[config.mk]
export PLATFORM = sky130hd
export DESIGN_NAME = websocket_frame_deframer
export DESIGN_NICKNAME = d
export VERILOG_FILES = /design/src/hdl/wsfd_pkg.sv /design/src/hdl/wsfd_in_stage.sv /design/src/hdl/wsfd_parser.sv /design/src/hdl/wsfd_out_stage.sv /design/src/hdl/websocket_frame_deframer.sv
export SDC_FILE = /design/constraint.sdc
export NUM_CORES = 1
export LEC_CHECK = 0
export ABC_CLOCK_PERIOD_IN_PS = 4800
export BUFFER_PORTS_ARGS = -buffer_cell sky130_fd_sc_hd__buf_2
export CORE_MARGIN = 2
export CORE_UTILIZATION = 57
export CTS_CLUSTER_SIZE = 40
export DETAILED_ROUTE_END_ITERATION = 10
export MAX_ROUTING_LAYER = met4
export PLACE_DENSITY = 0.85
export SLEW_MARGIN = 10
export SYNTH_ARGS = -nofsm -noshare
export SYNTH_HDL_FRONTEND = slang
export SYNTH_HIERARCHICAL = 1
export SYNTH_SLANG_ARGS = --single-unit
[constraint.sdc]
create_clock -name i_clk -period 4.8 [get_ports i_clk]
set_input_delay 0.72 -clock i_clk [delete_from_list [all_inputs] [get_ports i_clk]]
set_output_delay 0.72 -clock i_clk [all_outputs]
set_load 0.01 [all_outputs]
[src/hdl/wsfd_pkg.sv]
// ----------------------------------------------------------------------------
// wsfd_pkg
// Shared types and constants of the WebSocket frame deframer.
// ----------------------------------------------------------------------------
package wsfd_pkg;

    localparam int LENGTH_BITS = 64;
    localparam int LEN_W       = LENGTH_BITS;

    localparam logic [LEN_W-1:0] LEN_MAX     = '1;
    localparam logic [LEN_W-1:0] LEN_SAT_LIM = LEN_MAX >> 8;

    localparam logic [2:0] PH_HDR0 = 3'd0;
    localparam logic [2:0] PH_HDR1 = 3'd1;
    localparam logic [2:0] PH_EXT  = 3'd2;
    localparam logic [2:0] PH_MASK = 3'd3;
    localparam logic [2:0] PH_PAY  = 3'd4;
    localparam logic [2:0] PH_TAIL = 3'd5;

    localparam logic [1:0] ST_OK        = 2'd0;
    localparam logic [1:0] ST_SHORT     = 2'd1;
    localparam logic [1:0] ST_NOT_FINAL = 2'd2;
    localparam logic [1:0] ST_CLOSE     = 2'd3;

    localparam logic [3:0] OPC_CLOSE  = 4'h8;
    localparam logic [6:0] LEN_CODE16 = 7'd126;
    localparam logic [6:0] LEN_CODE64 = 7'd127;
    localparam logic [3:0] EXT16_BYTES = 4'd2;
    localparam logic [3:0] EXT64_BYTES = 4'd8;
    localparam logic [3:0] KEY_BYTES   = 4'd4;

    typedef struct packed {
        logic [7:0] rx_byte;
        logic       buffer_end;
    } t_item;

    typedef struct packed {
        logic [1:0] status;
        logic       frame_done;
        logic       byte_valid;
        logic [7:0] payload_byte;
    } t_result;

endpackage

[src/hdl/wsfd_in_stage.sv]
// ----------------------------------------------------------------------------
// wsfd_in_stage
// Input register: captures one received byte per cycle unless stalled.
// ----------------------------------------------------------------------------
module wsfd_in_stage
    import wsfd_pkg::*;
(
    input  logic  i_clk,
    input  logic  i_rst_n,
    input  logic  i_s_tvalid,
    output logic  o_s_tready,
    input  t_item i_item,
    input  logic  i_advance,
    output logic  o_valid,
    output t_item o_item
);

    logic  r_valid;
    t_item r_item;
    logic  accept;

    assign o_s_tready = !r_valid || i_advance;
    assign accept     = i_s_tvalid && o_s_tready;

    always_ff @(posedge i_clk) begin
        if (!i_rst_n) begin
            r_valid <= 1'b0;
        end else if (accept) begin
            r_valid <= 1'b1;
        end else if (i_advance) begin
            r_valid <= 1'b0;
        end
    end

    always_ff @(posedge i_clk) begin
        if (accept) begin
            r_item <= i_item;
        end
    end

    assign o_valid = r_valid;
    assign o_item  = r_item;

endmodule

[src/hdl/wsfd_parser.sv]
// ----------------------------------------------------------------------------
// wsfd_parser
// Header parse, length tracking and payload unmasking, one byte per step.
// ----------------------------------------------------------------------------
module wsfd_parser
    import wsfd_pkg::*;
(
    input  logic    i_clk,
    input  logic    i_rst_n,
    input  logic    i_step,
    input  t_item   i_item,
    output logic    o_has_result,
    output t_result o_result
);

    logic [2:0]       r_phase, n_phase;
    logic             r_fin, n_fin;
    logic             r_close, n_close;
    logic             r_mask_on, n_mask_on;
    logic [3:0]       r_hleft, n_hleft;
    logic [LEN_W-1:0] r_length, n_length;
    logic [LEN_W-1:0] r_count, n_count;
    logic [31:0]      r_key, n_key;

    logic [7:0]       b;
    logic [7:0]       key_byte;
    logic [1:0]       status;
    logic             first;
    logic             valid;

    assign b     = i_item.rx_byte;
    assign first = (r_phase == PH_HDR0);

    always_comb begin
        case (r_count[1:0])
            2'd0:    key_byte = r_key[31:24];
            2'd1:    key_byte = r_key[23:16];
            2'd2:    key_byte = r_key[15:8];
            default: key_byte = r_key[7:0];
        endcase
    end

    always_comb begin
        n_phase   = r_phase;
        n_fin     = r_fin;
        n_close   = r_close;
        n_mask_on = r_mask_on;
        n_hleft   = r_hleft;
        n_length  = r_length;
        n_count   = r_count;
        n_key     = r_key;
        valid     = 1'b0;
        status    = ST_OK;
        unique case (r_phase)
            PH_HDR0: begin
                n_fin   = b[7];
                n_close = (b[3:0] == OPC_CLOSE);
                n_phase = PH_HDR1;
            end
            PH_HDR1: begin
                n_mask_on = b[7];
                n_count   = '0;
                n_key     = '0;
                if (b[6:0] == LEN_CODE16) begin
                    n_hleft  = EXT16_BYTES;
                    n_length = '0;
                    n_phase  = PH_EXT;
                end else if (b[6:0] == LEN_CODE64) begin
                    n_hleft  = EXT64_BYTES;
                    n_length = '0;
                    n_phase  = PH_EXT;
                end else begin
                    n_length = {{(LEN_W-7){1'b0}}, b[6:0]};
                    if (b[7]) begin
                        n_hleft = KEY_BYTES;
                        n_phase = PH_MASK;
                    end else begin
                        n_phase = (b[6:0] != 7'd0) ? PH_PAY : PH_TAIL;
                    end
                end
            end
            PH_EXT: begin
                if (r_length > LEN_SAT_LIM) begin
                    n_length = LEN_MAX;
                end else begin
                    n_length = {r_length[LEN_W-9:0], b};
                end
                n_hleft = r_hleft - 4'd1;
                if (n_hleft == 4'd0) begin
                    if (r_mask_on) begin
                        n_hleft = KEY_BYTES;
                        n_phase = PH_MASK;
                    end else begin
                        n_phase = (n_length != '0) ? PH_PAY : PH_TAIL;
                    end
                end
            end
            PH_MASK: begin
                n_key   = {r_key[23:0], b};
                n_hleft = r_hleft - 4'd1;
                if (n_hleft == 4'd0) begin
                    n_phase = (r_length != '0) ? PH_PAY : PH_TAIL;
                end
            end
            PH_PAY: begin
                valid   = r_fin && !r_close;
                n_count = r_count + 1'b1;
                if (n_count >= r_length) begin
                    n_phase = PH_TAIL;
                end
            end
            default: begin
            end
        endcase

        if (first) begin
            status = ST_SHORT;
        end else if (!n_fin) begin
            status = ST_NOT_FINAL;
        end else if (n_phase != PH_TAIL) begin
            status = ST_SHORT;
        end else if (n_close) begin
            status = ST_CLOSE;
        end else begin
            status = ST_OK;
        end

        if (i_item.buffer_end) begin
            n_phase   = PH_HDR0;
            n_fin     = 1'b0;
            n_close   = 1'b0;
            n_mask_on = 1'b0;
            n_hleft   = 4'd0;
        end
    end

    assign o_has_result          = valid || i_item.buffer_end;
    assign o_result.payload_byte = valid ? (b ^ key_byte) : 8'd0;
    assign o_result.byte_valid   = valid;
    assign o_result.frame_done   = i_item.buffer_end;
    assign o_result.status       = i_item.buffer_end ? status : ST_OK;

    always_ff @(posedge i_clk) begin
        if (!i_rst_n) begin
            r_phase   <= PH_HDR0;
            r_fin     <= 1'b0;
            r_close   <= 1'b0;
            r_mask_on <= 1'b0;
            r_hleft   <= 4'd0;
        end else if (i_step) begin
            r_phase   <= n_phase;
            r_fin     <= n_fin;
            r_close   <= n_close;
            r_mask_on <= n_mask_on;
            r_hleft   <= n_hleft;
        end
    end

    always_ff @(posedge i_clk) begin
        if (i_step) begin
            r_length <= n_length;
            r_count  <= n_count;
            r_key    <= n_key;
        end
    end

`ifndef ASSERT_OFF
    a_end_returns_idle: assert property (@(posedge i_clk) disable iff (!i_rst_n)
        (i_step && i_item.buffer_end) |=> (r_phase == PH_HDR0))
        else $error("phase not back to first header byte after buffer end");

    a_hdr0_to_hdr1: assert property (@(posedge i_clk) disable iff (!i_rst_n)
        (i_step && (r_phase == PH_HDR0) && !i_item.buffer_end) |=> (r_phase == PH_HDR1))
        else $error("first header byte did not advance to second");

    a_count_below_len: assert property (@(posedge i_clk) disable iff (!i_rst_n)
        (r_phase == PH_PAY) |-> (r_count < r_length))
        else $error("payload count reached length while still in payload");

    a_hleft_nonzero: assert property (@(posedge i_clk) disable iff (!i_rst_n)
        ((r_phase == PH_EXT) || (r_phase == PH_MASK)) |-> (r_hleft != 4'd0))
        else $error("header byte counter empty in extended length or key phase");
`endif

endmodule

[src/hdl/wsfd_out_stage.sv]
// ----------------------------------------------------------------------------
// wsfd_out_stage
// Result register toward the downstream stream.
// ----------------------------------------------------------------------------
module wsfd_out_stage
    import wsfd_pkg::*;
(
    input  logic       i_clk,
    input  logic       i_rst_n,
    input  logic       i_load,
    input  t_result    i_result,
    output logic       o_ready,
    output logic       o_m_tvalid,
    input  logic       i_m_tready,
    output logic [7:0] o_m_tdata,
    output logic       o_m_tlast,
    output logic [2:0] o_m_tuser
);

    logic    r_valid;
    t_result r_result;

    assign o_ready = !r_valid || i_m_tready;

    always_ff @(posedge i_clk) begin
        if (!i_rst_n) begin
            r_valid <= 1'b0;
        end else if (i_load) begin
            r_valid <= 1'b1;
        end else if (i_m_tready) begin
            r_valid <= 1'b0;
        end
    end

    always_ff @(posedge i_clk) begin
        if (i_load) begin
            r_result <= i_result;
        end
    end

    assign o_m_tvalid = r_valid;
    assign o_m_tdata  = r_result.payload_byte;
    assign o_m_tlast  = r_result.frame_done;
    assign o_m_tuser  = {r_result.status, r_result.byte_valid};

endmodule

[src/hdl/websocket_frame_deframer.sv]
// ----------------------------------------------------------------------------
// websocket_frame_deframer
// WebSocket receive-side frame decoder: header parse and payload unmasking.
// ----------------------------------------------------------------------------
// Takes one buffer byte per clock cycle (tlast on the last byte) and returns
// the unmasked payload bytes, with a status item on the last buffer byte.
// Throughput is one byte per cycle, sustained while downstream accepts; a
// stalled result register holds the input. The parse and unmask of a byte is
// combinational between the input register and the result register, so the
// result for a byte is loaded into the result register when the parser steps
// on it. Bytes that give no result (header, trailing bytes, suppressed
// payload) produce no output item. Downstream should discard a frame's bytes
// unless the status is ok.
module websocket_frame_deframer
    import wsfd_pkg::*;
(
    input  logic       i_clk,
    input  logic       i_rst_n,
    input  logic       i_s_tvalid,
    output logic       o_s_tready,
    input  logic [7:0] i_s_tdata,   // [7:0] rx_byte
    input  logic       i_s_tlast,   // buffer_end
    output logic       o_m_tvalid,
    input  logic       i_m_tready,
    output logic [7:0] o_m_tdata,   // [7:0] payload_byte
    output logic       o_m_tlast,   // frame_done
    output logic [2:0] o_m_tuser    // [0] byte_valid, [2:1] status
);

    t_item   s_item;
    t_item   in_item;
    logic    in_valid;
    logic    out_ready;
    logic    step;
    logic    has_result;
    t_result result;

    assign s_item.rx_byte    = i_s_tdata;
    assign s_item.buffer_end = i_s_tlast;
    assign step              = in_valid && out_ready;

    wsfd_in_stage u_in (
        .i_clk      (i_clk),
        .i_rst_n    (i_rst_n),
        .i_s_tvalid (i_s_tvalid),
        .o_s_tready (o_s_tready),
        .i_item     (s_item),
        .i_advance  (out_ready),
        .o_valid    (in_valid),
        .o_item     (in_item)
    );

    wsfd_parser u_parser (
        .i_clk        (i_clk),
        .i_rst_n      (i_rst_n),
        .i_step       (step),
        .i_item       (in_item),
        .o_has_result (has_result),
        .o_result     (result)
    );

    wsfd_out_stage u_out (
        .i_clk      (i_clk),
        .i_rst_n    (i_rst_n),
        .i_load     (step && has_result),
        .i_result   (result),
        .o_ready    (out_ready),
        .o_m_tvalid (o_m_tvalid),
        .i_m_tready (i_m_tready),
        .o_m_tdata  (o_m_tdata),
        .o_m_tlast  (o_m_tlast),
        .o_m_tuser  (o_m_tuser)
    );

endmodule
Yosys cells after proc, flatten, opt, wreduce, memory -nomap -nowiden --
Index checks and enable logic that the tools add are counted.
Word-level totals: flip-flop bits (word level) 193, bits in latches 0, RAM bits 0, bits in read-only memories 0, input bits 13, output and inout port bits 14, word-level logic and storage cells 105, memories 0
Cells by class: add/sub/neg operators 2, multiply operators 0, divide/modulo/power cells 0, $lt $le $gt $ge 2, equality and inequality tests 11, shifts and indexed selects 0, mux-type cells 42, bitwise gates (word level) 2, reductions and logical operators 29
Operators by type and width (number):
- 64-bit case mux with 2 select lines | 2
- 64-bit 2-to-1 mux | 3
- 64-bit nonzero test | 2
- 64-bit by 1-bit adder with 64-bit output, second input constant | 1
- 64-bit >= comparator | 1
- 64-bit by 56-bit > comparator with 1-bit output, second input constant | 1
- 32-bit case mux with 2 select lines | 1
- 3-bit 2-to-1 mux | 8
- 4-bit 2-to-1 mux | 6
- 8-bit case mux with 3 select lines | 1
- 1-bit 2-to-1 mux | 15
- 3-bit case mux with 5 select lines | 1
- 7-bit equality test, second input constant | 2
- 4-bit case mux with 3 select lines | 1
- 2-bit nonzero test | 6
- 2-bit AND reduction | 4
- 8-bit bitwise XOR | 1
- 7-bit 2-to-1 mux | 1
- 7-bit nonzero test | 1
- 3-bit by 2-bit equality test with 1-bit output, second input constant | 2
- 2-bit 2-to-1 mux | 3
- 5-bit by 3-bit inequality test with 1-bit output, second input constant | 1
- 4-bit equality test, second input constant | 1
- 1-bit logical AND | 4
- 15 further kinds | 19

Longest topological paths before layout --
Gate-level depths: netlist of run 1.
word-level depth 12, gate-level depth with buffers 17, mapped depth without buffers 16

Cells and area by module --
The synthesis of run 1 kept the hierarchy.
By module, submodules not included:
- wsfd_parser | times used 1, cells an instance 957, area an instance 10178.5 µm², sequential area each 5004.8 µm²
- wsfd_out_stage | times used 1, cells an instance 16, area an instance 409.1 µm², sequential area each 380.4 µm²
- wsfd_in_stage | times used 1, cells an instance 14, area an instance 327.8 µm², sequential area each 290.3 µm²
- websocket_frame_deframer | times used 1, cells an instance 2, area an instance 12.5 µm², sequential area each 0.0 µm²

Worst setup path after synthesis of run 1 --
OpenSTA, ideal clock, no wires.
kind input to register, start in i_m_tready, end reg u_parser.r_length[0] (enable), setup time 507 ps, data arrival time 4424 ps, required time 4293 ps, slack -131 ps, stages 5, path buffers 1, path through nand2b_4 -> and2_1 -> clkbuf_1 -> nand2b_1 -> a21oi_1
On the way: word-level cells in the longest chain between the ends 3
RTL lines:
- start, declared | RTL line websocket_frame_deframer.sv:24 | input logic i_m_tready,
- 1-bit logical OR | RTL line wsfd_out_stage.sv:23 | assign o_ready = !r_valid || i_m_tready;
- 1-bit logical AND | RTL line websocket_frame_deframer.sv:40 | assign step = in_valid && out_ready;
- via step | RTL line websocket_frame_deframer.sv:34 | logic step;
- 2-bit AND reduction (no line)
- end signal, assigned | RTL line wsfd_parser.sv:161 | r_length <= n_length;
- end, declared | RTL line wsfd_parser.sv:21 | logic [LEN_W-1:0] r_length, n_length;
The timed path passes the listed nets, and every way through them passes these cells. A chain may end at the register's enable or synchronous reset.

Worst setup path in the final report of run 1 --
start reg u_parser.r_count[2], end reg u_out.r_result, in the netlist u_out/o_m_tuser[1], data pin
On the way: word-level cells in the longest chain between the ends 8
RTL lines:
- start, declared | RTL line wsfd_parser.sv:22 | logic [LEN_W-1:0] r_count, n_count;
- start signal, assigned | RTL line wsfd_parser.sv:162 | r_count <= n_count;
- 64-bit by 1-bit adder with 64-bit output | RTL line wsfd_parser.sv:107 | n_count = r_count + 1'b1;
- 64-bit >= comparator | RTL line wsfd_parser.sv:108 | if (n_count >= r_length) begin
- 3-bit 2-to-1 mux | RTL line wsfd_parser.sv:108
- 3-bit case mux with 5 select lines | RTL line wsfd_parser.sv:54 | unique case (r_phase)
- 3-bit inequality test | RTL line wsfd_parser.sv:120 | end else if (n_phase != PH_TAIL) begin
- 2-bit 2-to-1 mux | RTL line wsfd_parser.sv:120
- 2-bit 2-to-1 mux | RTL line wsfd_parser.sv:118 | end else if (!n_fin) begin
- 1-bit 2-to-1 mux | RTL line wsfd_parser.sv:116 | if (first) begin
- end signal, assigned | RTL line wsfd_out_stage.sv:37 | r_result <= i_result;
- end, declared | RTL line wsfd_out_stage.sv:21 | t_result r_result;
No other way between the ends.

==> results.yml, run 1 <==
synthesis:
  syn-cell-area_mm2: 0.01093
  syn-num-nets: 1073
  ys_top_cells_by_area: "edfxtp_1 (50%), ha_1 (8.1%), nor2b_1 (3.8%)"
  synth_edf_count: 181
  synth_top_area_share: 0.4974
  yosysTopAreaCell: "edfxtp_1"
  syn_avg_cell_area_um2: 11.05
  yosys-top-cells-count: "edfxtp_1 (181), inv_1 (80), ha_1 (71)"
  synthFlopType: "edfxtp_1"
  ys_seq_area_frac: 0.5193
  synth_async_sr_flop_share: 0
  netlist_instances: 989
  synth_warnings: 6
  synth_seq_cells: 193
  yosysMostFrequentCell: "edfxtp_1"
  synth_cell_types: 70
global_route:
  track_usage: 0.2384
  grt_pass1_wl_um: 36890
  grt_overflow_total: 0
  antenna_found_initial: 0
  grt_pass1_vias: 7442
  grt_max_degree: 65
routing:
  drtPass1Iterations: 6
  detail-route-antenna-nets: 0
  drt_iter0_markers: 733
  wl_um: 23060
  drc_errors: 0
  wl_per_cell_um: 18.42
  vias: 7758
  viasPerCell: 6.196
sta:
  timing.hold.ws_ns: 0.4558
  worst_clock_skew_ns: 0.008651
  relSlewSlack: 0.2530
  timing.final.hold_violations: 0
  rsz0062_at_grt: "no"
  maxSlewViolCount: 0
  setup_violations: 0
  fin_crit_ns: 4.567
  fin_setup_tns_ns: 0
  tightest_slew_ns: 1.117
  finalCritPeriodShare: 0.9515
  max_freq_mhz: 219.0
layout:
  drive_gt1_frac: 0.1022
  layout.nets: 1089
  diodes: 0
  fin_cells: 1252
  fillers: 1370
  syn_to_final_growth_pct: 8.450
critical_path:
  r2r-start: "u_parser/r_count[2]"
  r2r_cells: 16
  worstPathRequired_ns: 4.99
  crit_arrival_ns: 4.75
  crit_path_end_kind: "flop"
  r2r_slack_ns: 0.23
  crit_path_max_incr_delay_ns: 0.58
  path_max_fanout: 7
  worstSetupPathType: "reg2reg"
  r2r_end: "u_out/o_m_tuser[1]"
  crit_path_start_kind: "flop"
  slowest_stage: "or4_1"
  path_cells: "and4_1, and3_1, nand4_1, or4_4, or2_4, nor2_2, xnor2_1, ha_1, and2_1, nand3_1, or2_2, or4_1, nor2b_1, a32o_1, a31oi_1, o221a_2"
placed_design:
  io_buffers: 26
  gp_congestion: 0.8813
  place_inst: 1219
  hpwl_um: 16110
status:
  status: "finished, final reports clean"
die:
  fp.dieH_um: 142.5
  num_rows: 50
  start_util: 0.5823
  die_x_um: 142.5
  core-area_mm2: 0.01877
  die_area_mm2: 0.02029
  io_pins: 27
power_and_ir_drop:
  seq_power_share: 0.570
  power_per_cell_area_mw_per_mm2: 276.4
  swShare: 0.2183
  max-vdd-ir-drop_uv: 245.8
  total_leakage_power_nw: 4.450
  p_comb_frac: 0.032
  pwr-share-clk: 0.399
  intPower_mw: 2.561
  p_sw_mw: 0.7151
clock_network:
  clock-root-buffer: "clkbuf_16"
  cts_made_buffers: 17
  tritoncts: "built"
  clock_latency_ns: 0.43
  htree_levels: 4
  clkTransAtPathRegs_ns: 0.07
  cts_buffer_depth: 2
  cts.sinks: 193
min_path:
  holdPathStages: 1
  min_to: "u_in/o_item[5]"
  hold_class: "in2reg"
  holdCritStartpoint: "i_s_tdata[4]"
run:
  cap_violations: 0
[through the flow]
stage,power [mW],setup WS (ns),cell area [um^2],util
floorplan,1.969,0.5796,10930,-
global placement,2.000,0.3027,11300,0.6023
detailed placement,2.004,0.1912,11300,0.6023
CTS,3.288,0.1239,11840,0.6309
global route,3.375,0.03426,11850,0.6315
finish,3.276,0.2329,11850,0.6315
[placed cells by master (no fill, tap or decap), types with 5 or more instances in the layout]
cell       synthesis  layout
xnor2_1           47      47
nand2b_1           7       7
ha_1              71      71
nor4_1            21      19
and2b_1            5       5
a221oi_1           8       8
a21oi_1           29      28
a222oi_1           8       8
xor2_1            21      21
dfxtp_1           12      12
inv_1             80      80
nand3_1           22      22
nor2_1            48      46
nor2b_1           67      67
and2_1            34      34
edfxtp_1         181     181
and3_1            12      11
o21a_1            10      10
o21ai_0           21      21
nor3_1            13      13
nand2_1           63      61
nand4_1           30      30
clkbuf_16          0      17
and4_1            13      13
buf_2              0      26
buf_4              2      13
a31oi_1           58      58
[flip-flops by register name, indices dropped and copies added, names as in the netlist]
register and count:
u_parser/r_mask_on 1, u_in/o_valid 1, u_in/o_item 9, u_out/o_m_tlast 1, u_parser/r_phase 3, u_parser/r_hleft 4
u_out/o_m_tdata 8, u_parser/r_fin 1, u_parser/r_length 64, u_parser/r_count 64, u_parser/r_key 32, u_out/o_m_tuser 3
u_parser/r_close 1, u_out/o_m_tvalid 1
[final cells by class]
| class | instances | area [um^2] | share of cell area |
|---|---|---|---|
| flip-flops and latches | 193 | 5675 | 0.4789 |
| multi-input cells | 674 | 4817 | 0.4065 |
| clock buffers | 20 | 436.7 | 0.03685 |
| inverters | 80 | 300.3 | 0.02534 |
| well taps | 234 | 292.8 | 0.02470 |
| repair buffers | 39 | 227.7 | 0.01921 |
| clock inverters | 12 | 101.3 | 0.008551 |
[cells by family after synthesis]
logic type | share of synthesized area
and+or+nand+nor | 0.1918
DFF | 0.5193
AOI/OAI and AO/OA | 0.1014
buffers and inverters | 0.04328
xor gates and xnor gates | 0.06194
adders and majority gates | 0.08129
muxes | 0.0009160
[worst max-delay path, delay by kind of cell, from the launching register on]
family	cells	cell delay (ns)
XOR/XNOR	1	0.09
flip-flops	1	0.42
AO/OA/AOI/OAI	3	0.53
adder cells (fa/ha/maj)	1	0.27
AND/OR/NAND/NOR	11	3.00
[timing repair]
item | in CTS | in global routing
setup buffers | 0 | 1
setup endpoints to repair | 0 | 1
gates resized for setup | 0 | 2
endpoints found under the hold margin | 0 | 0
hold buffers | 0 | 0
[layer usage]
layer  vias up  share of wire  GRT usage
met5         -              0          -
met4         0          0.022    0.07712
met3        49          0.065    0.04341
met2       326           0.47     0.3755
met1      3715           0.44     0.3158
li1       3668              -          -
[power by group through the flow]
stage | Clock [mW] | Combinational [mW] | Sequential (mW)
finish | 1.31 | 0.103 | 1.87
global route | 1.39 | 0.113 | 1.87
CTS | 1.32 | 0.102 | 1.87
detailed placement | 0 | 0.101 | 1.90
global placement | 0 | 0.0978 | 1.90
floorplan | 0 | 0.0736 | 1.90
[how the worst max path moves through the flow]
| stage | start | to | slack (ns) |
|---|---|---|---|
| 6_report | u_parser/r_count[2] | u_out/o_m_tuser[1] | 0.23 |
| 5_1_grt | u_parser/r_count[2] | u_out/o_m_tuser[1] | 0.03 |
| 4_1_cts | u_parser/r_count[2] | u_out/o_m_tuser[1] | 0.12 |
| 3_5_place_dp | u_parser/r_count[2] | u_out/o_m_tuser[1] | 0.19 |
| 3_3_place_gp | u_parser/r_count[22] | u_out/o_m_tuser[1] | 0.30 |
| 2_1_floorplan | u_parser/r_count[22] | u_out/o_m_tuser[1] | 0.58 |
No activity file was read; power rests on OpenSTA's default activity.
==> run 2: changes to the inputs <==
--- a/config.mk
+++ b/config.mk
@@ -8,11 +8,11 @@
 export ABC_CLOCK_PERIOD_IN_PS = 4800
 export BUFFER_PORTS_ARGS = -buffer_cell sky130_fd_sc_hd__buf_2
 export CORE_MARGIN = 2
-export CORE_UTILIZATION = 57
+export CORE_UTILIZATION = 25
 export CTS_CLUSTER_SIZE = 40
 export DETAILED_ROUTE_END_ITERATION = 10
 export MAX_ROUTING_LAYER = met4
-export PLACE_DENSITY = 0.85
+export PLACE_DENSITY = 0.48
 export SLEW_MARGIN = 10
 export SYNTH_ARGS = -nofsm -noshare
 export SYNTH_HDL_FRONTEND = slang
==> results.yml, run 2 (synthesis gave the netlist of run 1 again) <==
critical_path:
  r2r_cells: 17
  crit_arrival_ns: 4.70
  slowest_stage: "or4_1"
  cpLargestDelayFamily: "simple AND/OR/NAND/NOR gates"
  worstSetupPathType: "reg2reg"
  crit_path_start_kind: "flop"
  path_cells: "and4_1, and3_1, nand4_1, buf_4, or4_4, or2_4, nor2_2, xnor2_1, ha_1, and2_1, nand3_1, or2_2, or4_1, nor2b_1, a32o_1, a31oi_1, o221a_2"
  worstPathRequired_ns: 4.99
  crit_buf_inv: 1
  crit_path_end_kind: "flop"
  crit_path_max_incr_delay_ns: 0.58
  cp.depth: 17
  path_max_fanout: 7
routing:
  drtPass1Iterations: 5
  vias: 7464
  drt_iter0_markers: 561
  wl_per_cell_um: 15.75
  wl_um: 25320
  viasPerCell: 4.642
  drc_errors: 0
  detail-route-antenna-nets: 0
clock_network:
  clkTransAtPathRegs_ns: 0.07
  cts_made_buffers: 17
  cts.sinks: 193
  htree_levels: 4
  cts_hold_buf: 0
  tritoncts: "built"
  clock-root-buffer: "clkbuf_16"
  clock_latency_ns: 0.44
  cts_buffer_depth: 2
sta:
  rsz0062_at_grt: "no"
  finalCritPeriodShare: 0.9400
  fin_crit_ns: 4.512
  maxSlewViolCount: 0
  fin_setup_tns_ns: 0
  relSlewSlack: 0.2738
  tightest_slew_ns: 1.088
  worst_clock_skew_ns: 0.01193
  timing.hold.ws_ns: 0.4543
  timing.final.hold_violations: 0
  max_freq_mhz: 221.6
  setup_violations: 0
power_and_ir_drop:
  max-vdd-ir-drop_uv: 231.9
  total_leakage_power_nw: 4.474
  power_per_cell_area_mw_per_mm2: 271.7
layout:
  drive_gt1_frac: 0.1026
  syn_to_final_growth_pct: 12.96
  final_cell_mix: "edfxtp_1 (181), inv_1 (80), ha_1 (71)"
  layout.nets: 1094
  mostFrequentLayoutCell: "edfxtp_1"
  reg_top3: "u_parser/r_count (64), u_parser/r_length (64), u_parser/r_key (32)"
  diodes: 0
placed_design:
  gp_congestion: 0.7583
  hpwl_um: 18150
  io_buffers: 26
die:
  io_pins: 27
  die_area_mm2: 0.04540
  start_util: 0.2537
  die_x_um: 213.1
  core-area_mm2: 0.04308
  num_rows: 76
  fp.dieH_um: 213.1
global_route:
  track_usage: 0.1177
  grt_pass1_wl_um: 40320
  grt_max_degree: 57
  grt_overflow_total: 0
  grt_pass1_vias: 7405
  antenna_found_initial: 0
min_path:
  hold_class: "in2reg"
  holdPathStages: 1
run:
  cap_violations: 0
status:
  status: "finished, final reports clean"
## run 2: changes by cell type in the layout (fill, tap and decap cells not counted), moves of 2 or more
| cell | change |
|---|---|
| buf_4 | +5 |
| bufinv_16 | +2 |
| clkinv_1 | +4 |
| clkinv_4 | -2 |
| inv_6 | -3 |
| inv_8 | -2 |
## run 2: worst paths after layout
path,to,slack [ns],start
worst max-delay path,u_out/o_m_tuser[1],0.29,u_parser/r_count[2]
worst min register to register,u_parser/r_close,0.49,u_parser/r_close
worst max register to register,u_out/o_m_tuser[1],0.29,u_parser/r_count[2]
worst min-delay path,u_in/o_item[8],0.45,i_s_tdata[7]
## run 2: per-layer routing
layer	GRT usage	vias up	wire (um)
met5	-	-	0
met3	0.01706	21	766
met4	0.02942	0	274
li1	-	3675	-
met1	0.1625	3643	12540
met2	0.1814	125	11750
## run 2: area by class of cell
| type | instances | area, um^2 |
|---|---|---|
| fillers | 4430 | 30730 |
| flip-flops and latches | 193 | 5675 |
| multi-input cells | 674 | 4817 |
| well taps | 585 | 732.0 |
| clock buffers | 20 | 436.7 |
| inverters | 80 | 300.3 |
| repair buffers | 44 | 265.3 |
| clock inverters | 12 | 117.6 |
## run 2: timing repair
item / 4_1_cts / 5_1_grt
hold endpoints to repair: 0 / 0
buffers inserted: 0 / 1
setup endpoints to repair: 0 / 1
gates resized for setup: 0 / 2
## run 2: report_power, final
| group | switching (mW) | internal (mW) |
|---|---|---|
| logic | 0.0635 | 0.0410 |
| registers | 0.0238 | 1.84 |
| clock network | 0.621 | 0.760 |
| total | 0.708 | 2.65 |
## run 2: per-stage QoR
stage	instances	util	worst slack (ns)	power (mW)	cell area, um^2
after floorplan	989	-	0.5796	1.969	10930
after global placement	1575	0.2735	0.1480	2.009	11780
after detailed placement	1575	0.2735	0.06000	2.011	11780
after CTS	1607	0.2863	0.04405	3.390	12330
after global routing	1608	0.2866	0.04287	3.472	12340
final	1608	0.2866	0.2881	3.353	12340
==> run 3: changes to the inputs <==
--- a/config.mk
+++ b/config.mk
@@ -7,10 +7,9 @@
 export LEC_CHECK = 0
 export ABC_CLOCK_PERIOD_IN_PS = 4800
 export BUFFER_PORTS_ARGS = -buffer_cell sky130_fd_sc_hd__buf_2
-export CORE_MARGIN = 2
 export CORE_UTILIZATION = 25
-export CTS_CLUSTER_SIZE = 40
 export DETAILED_ROUTE_END_ITERATION = 10
+export GPL_ROUTABILITY_DRIVEN = 0
 export MAX_ROUTING_LAYER = met4
 export PLACE_DENSITY = 0.48
 export SLEW_MARGIN = 10
==> results.yml, run 3 (synthesis gave the netlist of run 1 again) <==
routing:
  vias: 7430
  viasPerCell: 4.601
  drt_iter0_markers: 602
  drc_errors: 0
  wl_um: 25700
  detail-route-antenna-nets: 0
  drtPass1Iterations: 5
  wl_per_cell_um: 15.91
clock_network:
  clock_latency_ns: 0.46
  cts_buffer_depth: 2
  cts_made_buffers: 17
  clock-root-buffer: "clkbuf_16"
  cts.sinks: 193
  clkTransAtPathRegs_ns: 0.08
  cts_hold_buf: 0
  tritoncts: "built"
  htree_levels: 4
critical_path:
  r2r_end: "u_out/o_m_tuser[1]"
  path_max_fanout: 6
  worstPathRequired_ns: 5.00
  worstSetupPathType: "reg2reg"
  r2r_cells: 16
  r2r_slack_ns: 0.27
  crit_arrival_ns: 4.73
  r2r-start: "u_parser/r_count[2]"
  crit_path_start_kind: "flop"
  crit_path_end_kind: "flop"
sta:
  maxSlewViolCount: 0
  timing.final.hold_violations: 0
  timing.hold.ws_ns: 0.4377
  fin_setup_tns_ns: 0
  setup_violations: 0
  finalCritPeriodShare: 0.9438
  worst_clock_skew_ns: 0.02479
  fin_crit_ns: 4.530
  max_freq_mhz: 220.7
  rsz0062_at_grt: "no"
  relSlewSlack: 0.3095
  tightest_slew_ns: 1.035
min_path:
  holdCritStartpoint: "i_s_tdata[0]"
  hold_class: "in2reg"
  holdPathStages: 1
  min_to: "u_in/o_item[1]"
die:
  start_util: 0.2537
  io_pins: 27
  die_x_um: 211.1
  num_rows: 76
  fp.dieH_um: 211.1
  core-area_mm2: 0.04308
  die_area_mm2: 0.04455
global_route:
  grt_pass1_wl_um: 41370
  busiest_layer: "met2"
  grt_pass1_vias: 7436
  antenna_found_initial: 0
  use_met1: 0.1668
  grt_overflow_total: 0
  grtUsageMet2: 0.1877
  grt_max_degree: 65
  use_met3: 0.01873
  track_usage: 0.1237
layout:
  layout.nets: 1101
  syn_to_final_growth_pct: 13.82
  diodes: 0
  fillers: 4417
  mostFrequentLayoutCell: "edfxtp_1"
  drive_gt1_frac: 0.1165
  post-route-util: 0.2887
  reg_top3: "u_parser/r_count (64), u_parser/r_length (64), u_parser/r_key (32)"
  final_cell_mix: "edfxtp_1 (181), inv_1 (80), ha_1 (71)"
placed_design:
  io_buffers: 26
  hpwl_um: 18240
run:
  cap_violations: 0
power_and_ir_drop:
  power_per_cell_area_mw_per_mm2: 276.1
  total_leakage_power_nw: 4.534
  max-vdd-ir-drop_uv: 191.5
  power_mw: 3.435
status:
  status: "finished, final reports clean"
## run 3: changes by cell type in the layout (fill, tap and decap cells not counted), sizes merged
| cell | previous run | this run |
|---|---|---|
| inv | 80 | 89 |
| buf | 44 | 51 |
| clkinvlp | 2 | 1 |
| clkinv | 8 | 3 |
| clkbuf | 20 | 18 |
| bufinv | 2 | 1 |
## run 3: stage by stage
| step | instances | worst slack [ns] | area, um^2 |
|---|---|---|---|
| finish | 1615 | 0.2698 | 12440 |
| global route | 1615 | 0.005785 | 12440 |
| CTS | 1611 | 0.06540 | 12400 |
| detailed placement | 1579 | 0.09651 | 11810 |
| global placement | 1579 | 0.1688 | 11810 |
| floorplan | 989 | 0.5796 | 10930 |
## run 3: metal layers
layer | vias to the layer above | routed length [um]
li1 | 3686 | -
met5 | - | 0
met3 | 22 | 592
met1 | 3623 | 12850
met4 | 0 | 526
met2 | 99 | 11730
## run 3: cell type report
cell class,count,area [um^2],area share
clock inverter,14,163.9,0.01318
clock buffer,18,429.2,0.03450
multi-input combinational,674,4820,0.3875
timing repair buffer,51,317.8,0.02555
inverter,80,300.3,0.02414
sequential,193,5675,0.4563
tap,585,732.0,0.05885
## run 3: worst max-delay path, stage by stage, from the launching register on
cell and delay (ns):
edfxtp_1 0.43, and4_1 0.28, and3_2 0.25, nand4_1 0.23, or4_4 0.50, or2_4 0.30
buf_4 0.17, nor2_4 0.12, xor2_2 0.08, ha_1 0.29, nand4_1 0.08, or2_2 0.33
or4_1 0.56, nor2b_1 0.14, a32o_1 0.16, a31oi_1 0.06, o221a_2 0.27
## run 3: worst max path at each step
stage	from	endpoint	slack, ns	cells past startpoint
floorplan	u_parser/r_count[22]	u_out/o_m_tuser[1]	0.58	17
global placement	u_parser/r_count[2]	u_out/o_m_tuser[1]	0.17	16
detailed placement	u_parser/r_count[2]	u_out/o_m_tuser[1]	0.1	16
CTS	u_parser/r_count[2]	u_out/o_m_tuser[1]	0.07	16
global route	u_parser/r_count[14]	u_out/o_m_tuser[1]	0.006	16
finish	u_parser/r_count[2]	u_out/o_m_tuser[1]	0.27	16
## run 3: what timing repair did
item / in CTS / in global routing
resized for setup: 0 / 3
setup endpoints to repair: 0 / 2
buffers inserted: 0 / 4
## run 3: where the power goes
group	internal (mW)	total, mW	switching, mW	leakage [nW]
sequential	1.84	1.87	0.0232	1.85
combinational	0.0415	0.105	0.0638	2.39
clock	0.746	1.46	0.717	0.290
